[src/hdl/etpr_pkg.sv]
// ---------------------------------------------------------------------------
// Event trigger pulse repeater: shared definitions
// Widths, register indexes, status codes and the bundles passed between the
// step logic and the top level.
// ---------------------------------------------------------------------------
`default_nettype none

package etpr_pkg;

   localparam int CountWidth  = 17;
   localparam int PeriodWidth = 17;
   localparam int CmpWidth    = (CountWidth > PeriodWidth) ? CountWidth : PeriodWidth;
   localparam int CsrAddrWidth = 3;
   localparam int CsrDataWidth = PeriodWidth;
   localparam int ReqDataWidth = 8;
   localparam int RspDataWidth = 8;
   localparam int StatusWidth  = 2;

   localparam logic [CsrAddrWidth-1:0] RegInvertValue  = 3'd0;
   localparam logic [CsrAddrWidth-1:0] RegTapMode      = 3'd1;
   localparam logic [CsrAddrWidth-1:0] RegLevelMode    = 3'd2;
   localparam logic [CsrAddrWidth-1:0] RegRepeatOnHigh = 3'd3;
   localparam logic [CsrAddrWidth-1:0] RegRepeatOnLow  = 3'd4;
   localparam logic [CsrAddrWidth-1:0] RegRepeatPeriod = 3'd5;

   localparam logic [StatusWidth-1:0] StatusOff      = 2'd0;
   localparam logic [StatusWidth-1:0] StatusRising   = 2'd1;
   localparam logic [StatusWidth-1:0] StatusHeld     = 2'd2;
   localparam logic [StatusWidth-1:0] StatusFalling  = 2'd3;

   typedef struct packed {
      logic                   invert_value;
      logic                   tap_mode;
      logic                   level_mode;
      logic                   repeat_on_high;
      logic                   repeat_on_low;
      logic [PeriodWidth-1:0] repeat_period;
   } cfg_type;

   typedef struct packed {
      logic                  level_now;
      logic                  level_before;
      logic [CountWidth-1:0] high_tick_count;
      logic [CountWidth-1:0] low_tick_count;
   } state_type;

   typedef struct packed {
      logic                   enabled;
      logic                   event_seen;
      logic                   value_nonzero;
   } item_type;

   typedef struct packed {
      logic [StatusWidth-1:0] status;
      logic                   positive;
      logic                   catch_up;
      logic                   fire;
   } result_type;

endpackage

`default_nettype wire

[src/hdl/etpr_step.sv]
// ---------------------------------------------------------------------------
// Event trigger pulse repeater: tick step
// Next level, repeat counters and result for one tick, from the current
// state, the configuration and the incoming item.
// ---------------------------------------------------------------------------
`default_nettype none

module etpr_step
   import etpr_pkg::*;
(
   input  wire cfg_type    cfg,
   input  wire state_type  state_cur,
   input  wire item_type   item,
   output state_type       state_nxt,
   output result_type      result
);

   localparam logic [CountWidth-1:0] CountMax = {CountWidth{1'b1}};

   logic [CountWidth-1:0] high_inc;
   logic [CountWidth-1:0] low_inc;
   logic                  high_over;
   logic                  low_over;
   logic                  level_in;
   logic                  fire;
   logic                  catch_up;

   // saturating increment, then compare against the period
   always_comb begin
      high_inc  = (state_cur.high_tick_count != CountMax) ?
                  state_cur.high_tick_count + 1'b1 : state_cur.high_tick_count;
      low_inc   = (state_cur.low_tick_count != CountMax) ?
                  state_cur.low_tick_count + 1'b1 : state_cur.low_tick_count;
      high_over = CmpWidth'(high_inc) > CmpWidth'(cfg.repeat_period);
      low_over  = CmpWidth'(low_inc) > CmpWidth'(cfg.repeat_period);
   end

   always_comb begin
      state_nxt = state_cur;
      fire      = 1'b0;
      catch_up  = 1'b0;
      level_in  = item.value_nonzero ^ cfg.invert_value;
      if (item.enabled) begin
         state_nxt.level_before = state_cur.level_now;
         state_nxt.level_now    = level_in;
         if (item.event_seen) begin
            if (level_in || !cfg.tap_mode) begin
               fire                      = 1'b1;
               state_nxt.high_tick_count = '0;
               state_nxt.low_tick_count  = '0;
            end
         end else begin
            if (cfg.repeat_on_high) begin
               state_nxt.high_tick_count = high_over ? '0 : high_inc;
               if (high_over && level_in) begin
                  fire = 1'b1;
               end
            end
            if (cfg.repeat_on_low && !cfg.tap_mode) begin
               state_nxt.low_tick_count = low_over ? '0 : low_inc;
               if (low_over && !level_in) begin
                  fire = 1'b1;
               end
            end
         end
         // tap: falling pulse after a positive tick, level forced off
         if (cfg.tap_mode && !fire) begin
            fire                = state_cur.level_now;
            state_nxt.level_now = 1'b0;
         end
         catch_up = !fire && cfg.level_mode;
      end
   end

   always_comb begin
      result.fire     = fire;
      result.catch_up = catch_up;
      result.positive = state_nxt.level_now;
      unique case ({state_nxt.level_now, state_nxt.level_before})
         2'b10:   result.status = StatusRising;
         2'b11:   result.status = StatusHeld;
         2'b01:   result.status = StatusFalling;
         default: result.status = StatusOff;
      endcase
   end

endmodule

`default_nettype wire

[src/hdl/event_trigger_pulse_repeater.sv]
// ---------------------------------------------------------------------------
// Event trigger pulse repeater
// Per-tick event trigger with tap, level and periodic repeat behaviour.
// ---------------------------------------------------------------------------
// One transaction per frame tick, one result transaction per input. Each
// accepted item is evaluated combinationally against the level and repeat
// counter state and its result is held in one output register, so the block
// takes a new item every clock while the result side keeps up; req_tready
// follows rsp_tready whenever the output register is occupied. rsp_tvalid
// rises in the cycle after acceptance. The user must write configuration
// through the csr port only with no transaction outstanding (not enforced).
`default_nettype none

module event_trigger_pulse_repeater
   import etpr_pkg::*;
(
   input  wire                     clock,
   input  wire                     reset,
   input  wire                     csr_we,
   input  wire [CsrAddrWidth-1:0]  csr_addr,
   input  wire [CsrDataWidth-1:0]  csr_wdata,
   input  wire                     req_tvalid,
   output logic                    req_tready,
   // [0] enabled, [1] event_seen, [2] value_nonzero, [7:3] zero
   input  wire [ReqDataWidth-1:0]  req_tdata,
   output logic                    rsp_tvalid,
   input  wire                     rsp_tready,
   // [0] fire, [1] catch_up, [2] positive, [4:3] status, [7:5] zero
   output logic [RspDataWidth-1:0] rsp_tdata
);

   cfg_type    cfg_ff;
   cfg_type    cfg_in;
   state_type  state_ff;
   state_type  state_in;
   result_type result_ff;
   result_type step_result;
   item_type   item;
   logic       valid_ff;
   logic       valid_in;
   logic       req_accept;

   always_comb begin
      cfg_in = cfg_ff;
      if (csr_we) begin
         unique case (csr_addr)
            RegInvertValue:  cfg_in.invert_value   = csr_wdata[0];
            RegTapMode:      cfg_in.tap_mode       = csr_wdata[0];
            RegLevelMode:    cfg_in.level_mode     = csr_wdata[0];
            RegRepeatOnHigh: cfg_in.repeat_on_high = csr_wdata[0];
            RegRepeatOnLow:  cfg_in.repeat_on_low  = csr_wdata[0];
            RegRepeatPeriod: cfg_in.repeat_period  = csr_wdata[PeriodWidth-1:0];
            default: ;
         endcase
      end
   end

   assign item.enabled       = req_tdata[0];
   assign item.event_seen    = req_tdata[1];
   assign item.value_nonzero = req_tdata[2];

   etpr_step u_step (
      .cfg       (cfg_ff),
      .state_cur (state_ff),
      .item      (item),
      .state_nxt (state_in),
      .result    (step_result)
   );

   assign req_tready = !valid_ff || rsp_tready;
   assign req_accept = req_tvalid && req_tready;
   assign valid_in   = req_accept || (valid_ff && !rsp_tready);

   always_ff @(posedge clock) begin
      if (reset) begin
         cfg_ff   <= '0;
         state_ff <= '0;
         valid_ff <= 1'b0;
      end else begin
         cfg_ff   <= cfg_in;
         valid_ff <= valid_in;
         if (req_accept) begin
            state_ff <= state_in;
         end
      end
   end

   always_ff @(posedge clock) begin
      if (req_accept) begin
         result_ff <= step_result;
      end
   end

   assign rsp_tvalid = valid_ff;
   assign rsp_tdata  = {{(RspDataWidth - $bits(result_type)){1'b0}}, result_ff};

   a_accept_gives_result: assert property (
      @(posedge clock) disable iff (reset) req_accept |=> rsp_tvalid)
      else $error("accepted transaction produced no result");

   a_disabled_keeps_state: assert property (
      @(posedge clock) disable iff (reset) (req_accept && !item.enabled) |=> $stable(state_ff))
      else $error("disabled tick changed state");

   a_catch_up_needs_level: assert property (
      @(posedge clock) disable iff (reset)
      (rsp_tvalid && result_ff.catch_up) |-> (cfg_ff.level_mode && !result_ff.fire))
      else $error("catch-up raised outside level mode or with fire");

   a_tap_low_quiet: assert property (
      @(posedge clock) disable iff (reset)
      (req_accept && item.enabled && cfg_ff.tap_mode && !step_result.fire) |=> !state_ff.level_now)
      else $error("tap mode left level on without firing");

endmodule

`default_nettype wire

[config.mk]
export PLATFORM = sky130hd
export DESIGN_NAME = event_trigger_pulse_repeater
export DESIGN_NICKNAME = d
export VERILOG_FILES = /design/src/hdl/etpr_pkg.sv /design/src/hdl/etpr_step.sv /design/src/hdl/event_trigger_pulse_repeater.sv
export SDC_FILE = /design/constraint.sdc
export NUM_CORES = 1
export LEC_CHECK = 0
export ABC_AREA = 1
export BUFFER_PORTS_ARGS = -buffer_cell sky130_fd_sc_hd__buf_2
export CORE_UTILIZATION = 40
export CTS_CLUSTER_DIAMETER = 50
export DETAILED_ROUTE_END_ITERATION = 10
export PLACE_DENSITY_LB_ADDON = 0.08
export SYNTH_ARGS = -nofsm -noshare
export SYNTH_HDL_FRONTEND = slang
export SYNTH_SLANG_ARGS = --single-unit
[constraint.sdc]
create_clock -name clock -period 3.95 [get_ports clock]
set_clock_uncertainty 0.1 [all_clocks]
set_input_delay 0 -clock clock [delete_from_list [all_inputs] [get_ports clock]]
set_output_delay 0 -clock clock [all_outputs]
set_load 0.05 [all_outputs]
## After elaboration in Yosys (flattened, before gate mapping)

Cells that the tools add are included.

| storage, ports and cells | value |
|---|---|
| register bits after elaboration | 64 |
| output and inout port bits | 10 |
| input bits | 33 |

| operators by class | value |
|---|---|
| reduce and logical (&&, ||, !) cells | 27 |
| eq/ne operators | 11 |
| mux-type cells | 20 |
| add/sub/neg operators | 2 |
| magnitude comparators | 2 |
| bitwise operators | 1 |

Operator list:

| operator | count |
|---|---|
| $mux 17 | 6 |
| $mux 34 | 2 |
| $mux 36 | 1 |
| $add 17x1->17 const B | 2 |
| $gt 17x17->1 | 2 |
| $ne 17x17->1 const B | 2 |
| $reduce_and 2->1 | 6 |
| $mux 1 | 10 |
| $reduce_and 4->1 | 2 |
| $logic_and 1x1->1 | 7 |
| $eq 3x2->1 const B | 2 |
| $eq 3x3->1 const B | 2 |
| $logic_not 1->1 | 6 |
| $pmux 2 s3 | 1 |
| $eq 2x2->1 const B | 2 |
| $reduce_bool 2->1 | 2 |
| $eq 3x1->1 const B | 1 |
| $logic_not 3->1 | 1 |
| $logic_or 1x1->1 | 3 |
| $eq 2x1->1 const B | 1 |
| $ne 2x1->1 const B | 1 |
| $xor 1x1->1 | 1 |

## Logic depth before layout (Yosys ltp)

Gate-level depths: netlist of the first run.

| logic depth | value |
|---|---|
| word-level depth | 16 |
| gate-level depth with buffers | 27 |

## Modules after synthesis

From an unflattened synthesis of the first run, not the netlist that was laid out.

| second synthesis, totals | value |
|---|---|
| cell total of the unflattened synthesis | 869 |
| area, all modules | 5426.5 um2 |

By module, submodules not included:

| module | area each (um2) | instances | cells an instance | sequential area each (um2) |
|---|---|---|---|---|
| etpr_step | 2757.6 | 1 | 513 | 0.0 |
| event_trigger_pulse_repeater | 2668.8 | 1 | 356 | 1331.3 |

## Worst setup path after synthesis of the first run

OpenSTA, ideal clock, no wires.

| path | value |
|---|---|
| kind | flip-flop to flip-flop |
| start point | register state_ff[17] (netlist bit) |
| end point | register result_ff (netlist bit rsp_tdata[3]), data pin |
| slack | 1098 ps |
| stages on the path, launching flop included | 24 |
| data arrival time | 2500 ps |
| buffers on the path | 1 |
| cells stage by stage | dfxtp_1 -> ha_1 -> inv_1 -> nor3_2 -> nand2_1 -> nor3_2 -> nand2_1 -> buf_6 -> mux2i_1 -> inv_1 -> ha_1 -> nand2_1 -> nand3b_1 -> nor2_1 -> nor2_1 -> nand2_1 -> nand3_1 -> nand2_1 -> nand2_1 -> nand3_1 -> nand2_1 -> nand2_1 -> nand2_1 -> nand2_1 |

RTL lines:

| what | line | text |
|---|---|---|
| from (decl) | event_trigger_pulse_repeater.sv:34 | `state_type state_ff;` |
| from (signal assigned) | event_trigger_pulse_repeater.sv:83 | `state_ff <= state_in;` |
| to (signal assigned) | event_trigger_pulse_repeater.sv:90 | `result_ff <= step_result;` |
| to (decl) | event_trigger_pulse_repeater.sv:36 | `result_type result_ff;` |

==> impl_results.rst, run 1 <==
.. list-table::
   :header-rows: 1

   * - Metric
     - Value
   * - Run status
     - finished, final reports clean
   * - Slew headroom
     - 28.1%
   * - Endpoint type of the worst setup path
     - flip-flop
   * - Critical path type
     - reg2reg
   * - Count of mapped cells out of synthesis
     - a little over 600
   * - Floorplan core area
     - 10,300 µm²
   * - Final TNS setup
     - 0 ns
   * - Global-route wire length before repair
     - 17,300 µm
   * - Setup repair after global routing missed its margin
     - no
   * - Pin slew with the least headroom to its limit
     - 1.07 ns
   * - Global-route usage over all layers
     - 20.0%
   * - Register area share after synthesis
     - 31.6%
   * - Total of warnings raised by yosys
     - 0
   * - Main flop type after synthesis
     - sky130_fd_sc_hd__dfxtp_1
   * - Via count of the first global-routing pass
     - 3,675
   * - DRT iter0 DRCs
     - 257
   * - Site row count
     - 37
   * - Total DRC errors in the routed layout
     - 0
   * - Area of the mapped netlist
     - 4220 µm²
   * - Final antenna diode count
     - 0
   * - Library cell used as clock root buffer
     - sky130_fd_sc_hd__clkbuf_8
   * - Post CTS Setup Buffer Count
     - 0
   * - CTS-repair resized insts
     - 0
   * - Final-report max-slew violation count
     - 0
   * - Post-synthesis to final-layout area growth
     - 16.9%
   * - Later-pin clock latency in the skew report
     - between 0.3 and 0.4 ns
   * - Average wire length per cell after detail routing
     - about 13 µm
   * - Maximum number of pins on one net before global-route repair
     - 39
   * - Cell types with the highest counts after synthesis
     - sky130_fd_sc_hd__nand2_1 (169), sky130_fd_sc_hd__inv_1 (74), sky130_fd_sc_hd__a21oi_1 (66), sky130_fd_sc_hd__dfxtp_1 (59), sky130_fd_sc_hd__nor2_1 (47)
   * - DIE HEIGHT
     - 105 µm
   * - DR vias/cell
     - between 4 and 5
   * - Area contributors post-synth
     - sky130_fd_sc_hd__dfxtp_1 (28%), sky130_fd_sc_hd__nand2_1 (15%), sky130_fd_sc_hd__ha_1 (11%)
   * - H-tree depth
     - 3
   * - Post-layout min period
     - 3.49 ns
   * - Post-synthesis area per instance
     - 6.83 µm²
   * - Fraction of layout instances using a drive strength above 1
     - 10.2%
   * - First drt pass iteration count
     - 4
   * - Initial antenna violation count
     - 0
   * - IR Drop Worst-Case VDD
     - ~0.00012 V
   * - Number of sinks on the clock net
     - 64
   * - Placed wire-length estimate after detailed placement
     - approximately 7700 µm
   * - Maximum clock frequency
     - 286 MHz
   * - GP Congestion
     - just under 0.9
   * - Highest net fanout along the worst path
     - 11
   * - Residual antenna-violating net count after detailed routing
     - 0
   * - Clock tree from TritonCTS
     - built
   * - Most common cell in the synthesized netlist
     - sky130_fd_sc_hd__nand2_1
   * - IO Pins
     - 43
   * - Number of buffer cells added on primary ports
     - 34
   * - Async set-reset flop share out of synthesis
     - 0%
   * - Number of filler instances in the final layout
     - 1,101
   * - Clock-pin slew on the worst setup and hold paths
     - 0.07 ns
   * - Synth unique cells
     - 34
   * - Share of the clock period used by the worst path after layout
     - 88.4%
   * - Register bit count reported by yosys
     - 64
   * - Final net count
     - about 750
   * - R2R setup slack
     - 0.46 ns
   * - Total overflow reported by the global router
     - 0
   * - Power density relative to cell area
     - 268 nW/µm²
   * - Die Outline Area
     - 11,000 µm²
   * - Largest area contributor in the synthesized netlist
     - sky130_fd_sc_hd__dfxtp_1
   * - Critical Path Start Type
     - flip-flop
   * - Post-synth EDFFs
     - 5
   * - CP Data Arrival Time
     - 3.50 ns
   * - TritonCTS Buffers
     - 9
   * - Number of hold violations in the final report
     - 0
   * - Buffer depth of the longest clock path
     - 2
   * - Final setup violation count
     - 0
   * - Maximum capacitance violations
     - 0
   * - Hold Path Class
     - in2reg
   * - Critical path data required time
     - 3.95 ns
   * - Cts-stage hold buffer count
     - 31
   * - Die X-Extent
     - around 100 µm
   * - Total detailed-routing wirelength
     - 10,500 µm
   * - Detailed-route via count
     - 3,989
   * - Fin Hold WS
     - around 0.11 ns
   * - Area fraction of the dominant cell type after synthesis
     - approximately 28%
   * - Leakage dissipation
     - 0.00214 µW
   * - Starting Density
     - between 40% and 50%
worst paths after layout:
kind | depth (start not counted) | end | from
worst max-delay path | 22 | rsp_tdata[3] | state_ff[17]
worst min register to register | 2 | cfg_ff[19] | cfg_ff[19]
worst max register to register | 22 | rsp_tdata[3] | state_ff[17]
worst min-delay path | 5 | state_ff[35] | req_tdata[2]
per-stage QoR:
| stage | util [%] | total power [µW] | area, µm² | setup slack, ns | cells |
|---|---|---|---|---|---|
| finish | 48.0 | 1320 | 4930 | 0.457 | 819 |
| global route | 48.0 | 1390 | 4930 | 0.105 | 819 |
| CTS | 48.0 | 1340 | 4930 | 0.463 | 819 |
| detailed placement | 43.5 | 843 | 4470 | 0.484 | 772 |
| global placement | 43.5 | 841 | 4470 | 0.556 | 772 |
| floorplan | - | 800 | 4230 | 1.10 | 620 |
layout make-up:
| class | count | area (µm²) | area share, % |
|---|---|---|---|
| clock buffer | 10 | 128 | 2.59 |
| clock inverter | 6 | 26.3 | 0.533 |
| inverter | 78 | 293 | 5.94 |
| multi-input combinational | 460 | 2500 | 50.7 |
| sequential | 64 | 1330 | 27.0 |
| tap | 136 | 170 | 3.45 |
| timing repair buffer | 65 | 480 | 9.74 |
report_power, final:
group,switching (µW),internal (µW)
registers,4.52,667
clock network,255,218
logic,117,59.9
state kept, by name, summed over array words and instances (netlist names):
name        cells
rsp_tvalid      1
cfg_ff         22
rsp_tdata       5
state_ff       36
layout by cell type (no fill, tap or decap):
master                          Yosys  layout
sky130_fd_sc_hd__clkbuf_8           0       9
sky130_fd_sc_hd__nor3_2             7       7
sky130_fd_sc_hd__dlygate4sd3_1      0      31
sky130_fd_sc_hd__buf_2              2      34
sky130_fd_sc_hd__nand3_1           42      42
sky130_fd_sc_hd__nand3b_1           1       1
sky130_fd_sc_hd__conb_1             1       3
sky130_fd_sc_hd__dfxtp_1           59      59
sky130_fd_sc_hd__a21oi_2            3       3
sky130_fd_sc_hd__edfxtp_1           5       5
sky130_fd_sc_hd__nand2_1          169     169
sky130_fd_sc_hd__a21o_1             3       3
sky130_fd_sc_hd__nand4_1            8       8
sky130_fd_sc_hd__a31oi_2            1       1
sky130_fd_sc_hd__clkinv_1           0       3
sky130_fd_sc_hd__ha_1              36      36
sky130_fd_sc_hd__o22ai_1            1       1
sky130_fd_sc_hd__nand2_2            2       2
sky130_fd_sc_hd__nand3_2            1       1
sky130_fd_sc_hd__clkbuf_1           9       1
sky130_fd_sc_hd__mux2i_1            2       2
sky130_fd_sc_hd__xor2_2             1       1
sky130_fd_sc_hd__inv_2              4       4
sky130_fd_sc_hd__o211ai_1           1       1
sky130_fd_sc_hd__clkinv_2           0       3
sky130_fd_sc_hd__xor2_1            12      12
sky130_fd_sc_hd__inv_1             74      74
sky130_fd_sc_hd__o21a_1             3       3
sky130_fd_sc_hd__nor4_1             4       4
sky130_fd_sc_hd__nor2_2             3       3
sky130_fd_sc_hd__or2_2              2       2
sky130_fd_sc_hd__o21ai_0           26      26
sky130_fd_sc_hd__nor2_1            47      47
sky130_fd_sc_hd__a21oi_1           66      66
sky130_fd_sc_hd__xnor2_1            9       9
sky130_fd_sc_hd__nor3_1             7       7
critical path, cell delays in order (launching register included):
cell,delay (ns)
sky130_fd_sc_hd__dfxtp_1,0.44
sky130_fd_sc_hd__ha_1,0.22
sky130_fd_sc_hd__inv_1,0.08
sky130_fd_sc_hd__nor3_2,0.20
sky130_fd_sc_hd__nand2_1,0.15
sky130_fd_sc_hd__nor3_2,0.15
sky130_fd_sc_hd__nand2_1,0.28
sky130_fd_sc_hd__mux2i_1,0.24
sky130_fd_sc_hd__inv_1,0.07
sky130_fd_sc_hd__ha_1,0.27
sky130_fd_sc_hd__nand2_1,0.10
sky130_fd_sc_hd__nand3b_1,0.11
sky130_fd_sc_hd__nor2_1,0.04
sky130_fd_sc_hd__nor2_1,0.09
sky130_fd_sc_hd__nand2_1,0.07
sky130_fd_sc_hd__nand3_1,0.08
sky130_fd_sc_hd__nand2_1,0.08
sky130_fd_sc_hd__nand2_1,0.09
sky130_fd_sc_hd__nand3_1,0.09
sky130_fd_sc_hd__nand2_1,0.10
sky130_fd_sc_hd__nand2_1,0.07
sky130_fd_sc_hd__nand2_1,0.06
sky130_fd_sc_hd__nand2_1,0.05
per-layer routing:
layer  up-vias  part of all wire (%)  track usage [%]
met2       110                    45             33.2
li1       2127                     -                -
met3        12                   4.5             3.56
met1      1740                    49             26.4
met5         -                     0                0
met4         0                   1.3             6.34
cells by family (layout without fill, tap and decap cells):
family	Yosys count	in the layout	synth area share (%)
and+or+nand+nor	293	293	29.9
buffers and inverters	96	159	9.31
adders and majority gates	36	36	10.7
muxes	2	2	0.475
AOI/OAI and AO/OA	104	104	13.2
DFF	64	64	31.6
xor gates and xnor gates	22	22	4.75
other	1	3	0.0889
(Power assumes the default switching activity.)
==> inputs of run 2 (changes only) <==
--- a/config.mk
+++ b/config.mk
@@ -7,10 +7,12 @@
 export LEC_CHECK = 0
 export ABC_AREA = 1
 export BUFFER_PORTS_ARGS = -buffer_cell sky130_fd_sc_hd__buf_2
-export CORE_UTILIZATION = 40
+export CORE_UTILIZATION = 60
 export CTS_CLUSTER_DIAMETER = 50
 export DETAILED_ROUTE_END_ITERATION = 10
 export PLACE_DENSITY_LB_ADDON = 0.08
+export SLEW_MARGIN = 20
 export SYNTH_ARGS = -nofsm -noshare
 export SYNTH_HDL_FRONTEND = slang
+export SYNTH_HIERARCHICAL = 1
 export SYNTH_SLANG_ARGS = --single-unit
==> impl_results.rst, run 2 <==
.. list-table::
   :header-rows: 1

   * - Metric
     - Value
   * - Initial antenna violation count
     - 0
   * - Post-synth EDFFs
     - 5
   * - Register bank with the most flops
     - state_ff
   * - TritonCTS Buffers
     - 9
   * - Largest area contributor in the synthesized netlist
     - sky130_fd_sc_hd__dfxtp_1
   * - Via count of the first global-routing pass
     - approximately 5,200
   * - Endpoint type of the worst setup path
     - flip-flop
   * - Logic pwr share
     - about 28%
   * - Critical Path Start Type
     - flip-flop
   * - Final antenna diode count
     - 0
   * - Most common cell in the synthesized netlist
     - sky130_fd_sc_hd__nand2_1
   * - Number of buffer cells added on primary ports
     - 34
   * - Average wire length per cell after detail routing
     - 14.0 µm
   * - Top metal layer carrying routed signals
     - met4
   * - Maximum number of pins on one net before global-route repair
     - 59
   * - Residual antenna-violating net count after detailed routing
     - 0
   * - Final net count
     - 981
   * - Later-pin clock latency in the skew report
     - around 0.34 ns
   * - Fraction of layout instances using a drive strength above 1
     - roughly 11%
   * - Cell depth of the worst flop-to-flop path
     - 27
   * - Async set-reset flop share out of synthesis
     - 0%
   * - Maximum clock frequency
     - 280 MHz
   * - Number of hold violations in the final report
     - 0
   * - IR Drop Worst-Case VDD
     - around 0.00023 V
   * - Cell types with the highest counts after synthesis
     - sky130_fd_sc_hd__nand2_1 (209), sky130_fd_sc_hd__nor2_1 (148), sky130_fd_sc_hd__inv_1 (99), sky130_fd_sc_hd__dfxtp_1 (59), sky130_fd_sc_hd__nand3_1 (52)
   * - First drt pass iteration count
     - 6
   * - Most frequent standard cell in the layout excluding fill and tap cells
     - sky130_fd_sc_hd__nand2_1
   * - Leading cell types in the layout, fill and taps excluded
     - sky130_fd_sc_hd__nand2_1 (209), sky130_fd_sc_hd__nor2_1 (147), sky130_fd_sc_hd__inv_1 (99)
   * - Total of warnings raised by yosys
     - 6
   * - Largest register FFs
     - 36
   * - DIE HEIGHT
     - about 100 µm
   * - Wire length on met1
     - 6410 µm
   * - Critical path type
     - reg2reg
   * - Site row count
     - 34
   * - Die Outline Area
     - 9430 µm²
   * - Share of the clock period used by the worst path after layout
     - 90.5%
   * - IO Pins
     - 43
   * - Global-route usage over all layers
     - 31.6%
   * - Clock network power share
     - 30.7%
   * - Hold-critical path depth
     - 5
   * - Critical path data required time
     - between 4 and 5 ns
   * - Pin slew with the least headroom to its limit
     - approximately 1.2 ns
   * - Area fraction of the dominant cell type after synthesis
     - a little over a fifth
   * - Number of sinks on the clock net
     - 64
   * - DRT iter0 DRCs
     - 358
   * - Final setup violation count
     - 0
   * - Clock-pin slew on the worst setup and hold paths
     - ~0.080 ns
   * - GP Congestion
     - ~0.93
   * - Die X-Extent
     - 97.1 µm
   * - Floorplan core area
     - between 8000 and 9000 µm²
   * - Total length of routed met3 wires
     - 753 µm
   * - Switching power
     - 641 µW
   * - Register bit count reported by yosys
     - 64
   * - Switching fraction of total power
     - a little over a third
   * - Total overflow reported by the global router
     - 0
   * - Starting Density
     - 62.2%
   * - Post-synthesis area per instance
     - 6.24 µm²
   * - Highest net fanout along the worst path
     - 11
   * - Hold Path Class
     - in2reg
   * - Buffer depth of the longest clock path
     - 2
   * - Placed wire-length estimate after detailed placement
     - 9910 µm
   * - Share of the core filled with cells in the final layout
     - roughly 70%
   * - Register area share after synthesis
     - around 25%
   * - Total DRC errors in the routed layout
     - 0
   * - Post-layout min period
     - 3.57 ns
   * - Slew headroom
     - 22.1%
   * - Final TNS setup
     - 0 ns
   * - H-tree depth
     - 3
   * - Synth unique cells
     - 44
   * - Global-route wire length before repair
     - between 20,000 and 25,000 µm
   * - Leakage dissipation
     - 0.00291 µW
   * - Final-report max-slew violation count
     - 0
   * - Area contributors post-synth
     - sky130_fd_sc_hd__dfxtp_1 (22%), sky130_fd_sc_hd__nand2_1 (14%), sky130_fd_sc_hd__nor2_1 (10%)
   * - Setup repair after global routing missed its margin
     - no
   * - Part of the total power dissipated in sequential elements
     - 41.4%
   * - DR vias/cell
     - 5.51
   * - Run status
     - finished, final reports clean
   * - Clock tree from TritonCTS
     - built
   * - Power density relative to cell area
     - 294 nW/µm²
   * - Detailed-route via count
     - 5,651
   * - CP Data Arrival Time
     - 3.75 ns
   * - Count of mapped cells out of synthesis
     - 869
   * - Post-synthesis to final-layout area growth
     - 12.1%
   * - Main flop type after synthesis
     - sky130_fd_sc_hd__dfxtp_1
   * - Int Power
     - 1150 µW
   * - Maximum capacitance violations
     - 0
   * - Area of the mapped netlist
     - between 5000 and 6000 µm²
   * - Total detailed-routing wirelength
     - roughly 14,000 µm
   * - Library cell used as clock root buffer
     - sky130_fd_sc_hd__clkbuf_8
   * - Metal2 WL
     - just under 7000 µm
-- run 2: cell types whose count changed after synthesis, sizes merged, moves of 12 or more --
cell / delta
nor2: +104
a21oi: -49
o21ai: +40
nand3: +12
nand3b: +36
nand2: +39
buf: +22
inv: +36
-- run 2: power by group through the flow --
stage               registers [µW]  clock network, µW  logic, µW
finish                         739                548        500
global route                   746                584        564
CTS                            738                562        487
detailed placement             753                  0        467
global placement               751                  0        451
floorplan                      758                  0        355
-- run 2: cell type report --
cell class | instances | area [µm²]
clock buffers | 10 | 149
clock inverters | 6 | 42.5
fillers | 770 | 2640
inverters | 115 | 434
multi-input cells | 651 | 3450
flip-flops and latches | 64 | 1340
well taps | 108 | 135
repair buffers | 71 | 533
-- run 2: worst paths after layout --
kind	endpoint	slack, ns	startpoint
setup / recovery	state_ff[0]	0.38	state_ff[1]
hold / removal	cfg_ff[18]	0.07	csr_we
setup reg to reg	state_ff[0]	0.38	state_ff[1]
hold reg to reg	cfg_ff[9]	0.39	cfg_ff[9]
-- run 2: cell families (layout without fill, tap and decap cells) --
family,count (synthesis),after routing,synth area share [%]
AOI/OAI and AO/OA,100,100,10.2
xor gates and xnor gates,24,24,4.01
adders and majority gates,36,36,8.30
buffers and inverters,156,202,12.3
DFF,64,64,24.5
other,1,3,0.0691
and+or+nand+nor,488,488,40.6
-- run 2: worst max-delay path: stages (launching register included) --
cell and delay [ns]:
sky130_fd_sc_hd__dfxtp_2 0.39, sky130_fd_sc_hd__ha_2 0.23, sky130_fd_sc_hd__nand3_2 0.13, sky130_fd_sc_hd__nor2_4 0.16
sky130_fd_sc_hd__nand3_2 0.11, sky130_fd_sc_hd__nor2_4 0.14, sky130_fd_sc_hd__inv_2 0.12, sky130_fd_sc_hd__nand3_1 0.10
sky130_fd_sc_hd__xor2_1 0.19, sky130_fd_sc_hd__inv_1 0.09, sky130_fd_sc_hd__ha_1 0.27, sky130_fd_sc_hd__nand2_1 0.11
sky130_fd_sc_hd__inv_1 0.05, sky130_fd_sc_hd__nand2_1 0.06, sky130_fd_sc_hd__nand2_1 0.04, sky130_fd_sc_hd__nand2_1 0.06
sky130_fd_sc_hd__nand2_1 0.05, sky130_fd_sc_hd__nand2_1 0.05, sky130_fd_sc_hd__nand2_1 0.06, sky130_fd_sc_hd__nand2_1 0.09
sky130_fd_sc_hd__nand2_1 0.10, sky130_fd_sc_hd__buf_4 0.20, sky130_fd_sc_hd__o22ai_1 0.11, sky130_fd_sc_hd__nand2_1 0.06
sky130_fd_sc_hd__o21ai_0 0.09, sky130_fd_sc_hd__nand3b_1 0.14, sky130_fd_sc_hd__nand2_1 0.07, sky130_fd_sc_hd__nor2_1 0.11
-- run 2: timing repair --
action	CTS	global route
resized for setup	0	7
hold buffers	26	0
endpoints found under the setup margin	0	28
setup buffers	0	0
hold endpoints to repair	25	0
-- run 2: layer usage --
metal / up-vias / GRT usage (%)
met5: - / 0
met4: 0 / 13.2
met3: 33 / 3.53
met2: 197 / 54.9
met1: 2576 / 39.7
li1: 2845 / -
-- run 2: through the flow --
step                instances  instance area (µm²)  worst slack [ns]  hold slack [ns]  total power, µW
finish                   1025                 6080             0.376           0.0679             1790
global placement          982                 5580             0.398           0.0694             1200
CTS                      1024                 6030             0.304           0.0337             1790
detailed placement        982                 5580             0.316           0.0763             1220
floorplan                 871                 5430             0.729          -0.0309             1110
global route             1025                 6080            0.0259            0.123             1890
==> inputs of run 3 (changes only) <==
--- a/config.mk
+++ b/config.mk
@@ -7,7 +7,9 @@
 export LEC_CHECK = 0
 export ABC_AREA = 1
 export BUFFER_PORTS_ARGS = -buffer_cell sky130_fd_sc_hd__buf_2
-export CORE_UTILIZATION = 60
+export CELL_PAD_IN_SITES_DETAIL_PLACEMENT = 0
+export CELL_PAD_IN_SITES_GLOBAL_PLACEMENT = 1
+export CORE_UTILIZATION = 43
 export CTS_CLUSTER_DIAMETER = 50
 export DETAILED_ROUTE_END_ITERATION = 10
 export PLACE_DENSITY_LB_ADDON = 0.08
==> impl_results.rst, run 3 (same netlist as run 2, synthesis figures left out) <==
.. list-table::
   :header-rows: 1

   * - Metric
     - Value
   * - DRT iter0 DRCs
     - just over 300
   * - TritonCTS Buffers
     - 9
   * - Maximum capacitance violations
     - 0
   * - Average wire length per cell after detail routing
     - 13.6 µm
   * - Final TNS setup
     - 0 ns
   * - Largest register FFs
     - 36
   * - Critical path data required time
     - approximately 4 ns
   * - Share of the clock period used by the worst path after layout
     - 89.4%
   * - Die Outline Area
     - 13,100 µm²
   * - GP Congestion
     - 0.855
   * - IR Drop Worst-Case VDD
     - 0.000299 V
   * - Later-pin clock latency in the skew report
     - 0.34 ns
   * - Power density relative to cell area
     - 342 nW/µm²
   * - H-tree depth
     - 3
   * - Total overflow reported by the global router
     - 0
   * - Fraction of layout instances using a drive strength above 1
     - between 10% and 20%
   * - Final net count
     - 981
   * - Max stage delay cell, worst path
     - sky130_fd_sc_hd__dfxtp_1
   * - Highest net fanout along the worst path
     - 12
   * - Detailed-route via count
     - 5,418
   * - Clock-pin slew on the worst setup and hold paths
     - 0.06 ns
   * - Post-layout min period
     - 3.53 ns
   * - Endpoint type of the worst setup path
     - flip-flop
   * - Die X-Extent
     - 114 µm
   * - R2R setup slack
     - 0.42 ns
   * - Hold Path Class
     - in2reg
   * - Run status
     - finished, final reports clean
   * - Initial antenna violation count
     - 0
   * - First drt pass iteration count
     - 5
   * - Post-synthesis to final-layout area growth
     - 15.9%
   * - IO Pins
     - 43
   * - Leakage dissipation
     - 0.00298 µW
   * - Number of sinks on the clock net
     - 64
   * - Total detailed-routing wirelength
     - about 15,000 µm
   * - Clock tree from TritonCTS
     - built
   * - Critical path type
     - reg2reg
   * - Most frequent standard cell in the layout excluding fill and tap cells
     - sky130_fd_sc_hd__nand2_1
   * - Residual antenna-violating net count after detailed routing
     - 0
   * - Final antenna diode count
     - 0
   * - CP Data Arrival Time
     - ~3.7 ns
   * - Placed wire-length estimate after detailed placement
     - 10,700 µm
   * - DIE HEIGHT
     - 114 µm
   * - WP buf/inv
     - 4
   * - DP Cell Count
     - 1,044
   * - Leading cell types in the layout, fill and taps excluded
     - sky130_fd_sc_hd__nand2_1 (208), sky130_fd_sc_hd__nor2_1 (147), sky130_fd_sc_hd__inv_1 (98)
   * - Number of filler instances in the final layout
     - 1,311
   * - Total design power
     - 2150 µW
   * - Critical Path Start Type
     - flip-flop
   * - Buffer depth of the longest clock path
     - 2
   * - Register bank with the most flops
     - state_ff
   * - Category of cells accounting for the largest share of critical-path delay
     - simple AND/OR/NAND/NOR gates
   * - Total DRC errors in the routed layout
     - 0
   * - Largest stage delay on the critical path
     - 0.33 ns
   * - Floorplan core area
     - 12,200 µm²
   * - Global-route usage over all layers
     - 24.6%
   * - Number of hold violations in the final report
     - 0
   * - Via count of the first global-routing pass
     - around 5,000
   * - Starting Density
     - 44.6%
   * - Final-report max-slew violation count
     - 0
   * - Fin Hold WS
     - 0.0293 ns
   * - Final setup violation count
     - 0
   * - Maximum number of pins on one net before global-route repair
     - 38
   * - Number of non-filler instances in the completed layout
     - 1,085
   * - Setup repair after global routing missed its margin
     - no
   * - Site row count
     - 40
   * - Maximum clock frequency
     - 283 MHz
   * - Global-route wire length before repair
     - 25,000 µm
   * - Library cell used as clock root buffer
     - sky130_fd_sc_hd__clkbuf_16
   * - Pin slew with the least headroom to its limit
     - 1.06 ns
   * - Number of buffer cells added on primary ports
     - 34
   * - Critical Path Most Common Cell
     - sky130_fd_sc_hd__nand2_1
   * - DR vias/cell
     - around 5
   * - Slew headroom
     - 29.5%
## run 3: power breakdown
| group | switching, µW | leakage (µW) | internal (µW) |
|---|---|---|---|
| clock | 305 | 0.000162 | 611 |
| combinational | 315 | 0.00228 | 185 |
| sequential | 41.4 | 0.000535 | 695 |
| total | 661 | 0.00298 | 1490 |
## run 3: repair_timing
| action | in CTS | in global routing |
|---|---|---|
| endpoints found under the setup margin | 0 | 28 |
| buffers inserted | 0 | 2 |
| hold buffers | 23 | 0 |
| gates resized for setup | 0 | 9 |
| endpoints found under the hold margin | 25 | 0 |
## run 3: final timing paths
kind	start	to	cells after the start
worst max-delay path	state_ff[1]	state_ff[6]	28
worst min-delay path	rsp_tready	rsp_tdata[0]	3
worst max register to register	state_ff[1]	state_ff[6]	28
worst min register to register	cfg_ff[1]	cfg_ff[1]	2
## run 3: layer usage
metal	global-route usage, %	vias up	wire length [µm]
li1	-	2847	-
met2	41.5	95	6940
met5	0	-	0
met4	5.71	0	177
met3	5.51	11	624
met1	32.0	2465	7050
## run 3: layout make-up
| type | count | area (µm²) | area share [%] |
|---|---|---|---|
| clock inverters | 7 | 110 | 1.75 |
| inverters | 115 | 437 | 6.95 |
| well taps | 168 | 210 | 3.34 |
| multi-input cells | 651 | 3470 | 55.1 |
| repair buffers | 71 | 505 | 8.04 |
| flip-flops and latches | 64 | 1330 | 21.2 |
| clock buffers | 9 | 225 | 3.58 |
## run 3: worst register-to-register path: cells and delay by family, from the launching register on
kind / cells / cell delay, ns
AND/OR/NAND/NOR: 19 / 1.76
adder cells (fa/ha/maj): 2 / 0.49
buffers and inverters: 4 / 0.40
flip-flops: 1 / 0.33
XOR/XNOR: 1 / 0.18
AO/OA/AOI/OAI: 2 / 0.16
## run 3: per-stage QoR
step / area [µm²] / utilization (%) / worst slack (ns)
5_1_grt: 6290 / 51.7 / 0.00281
3_5_place_dp: 5670 / 46.6 / 0.310
6_report: 6290 / 51.7 / 0.417
2_1_floorplan: 5430 / - / 0.729
3_3_place_gp: 5670 / 46.6 / 0.338
4_1_cts: 6240 / 51.3 / 0.282
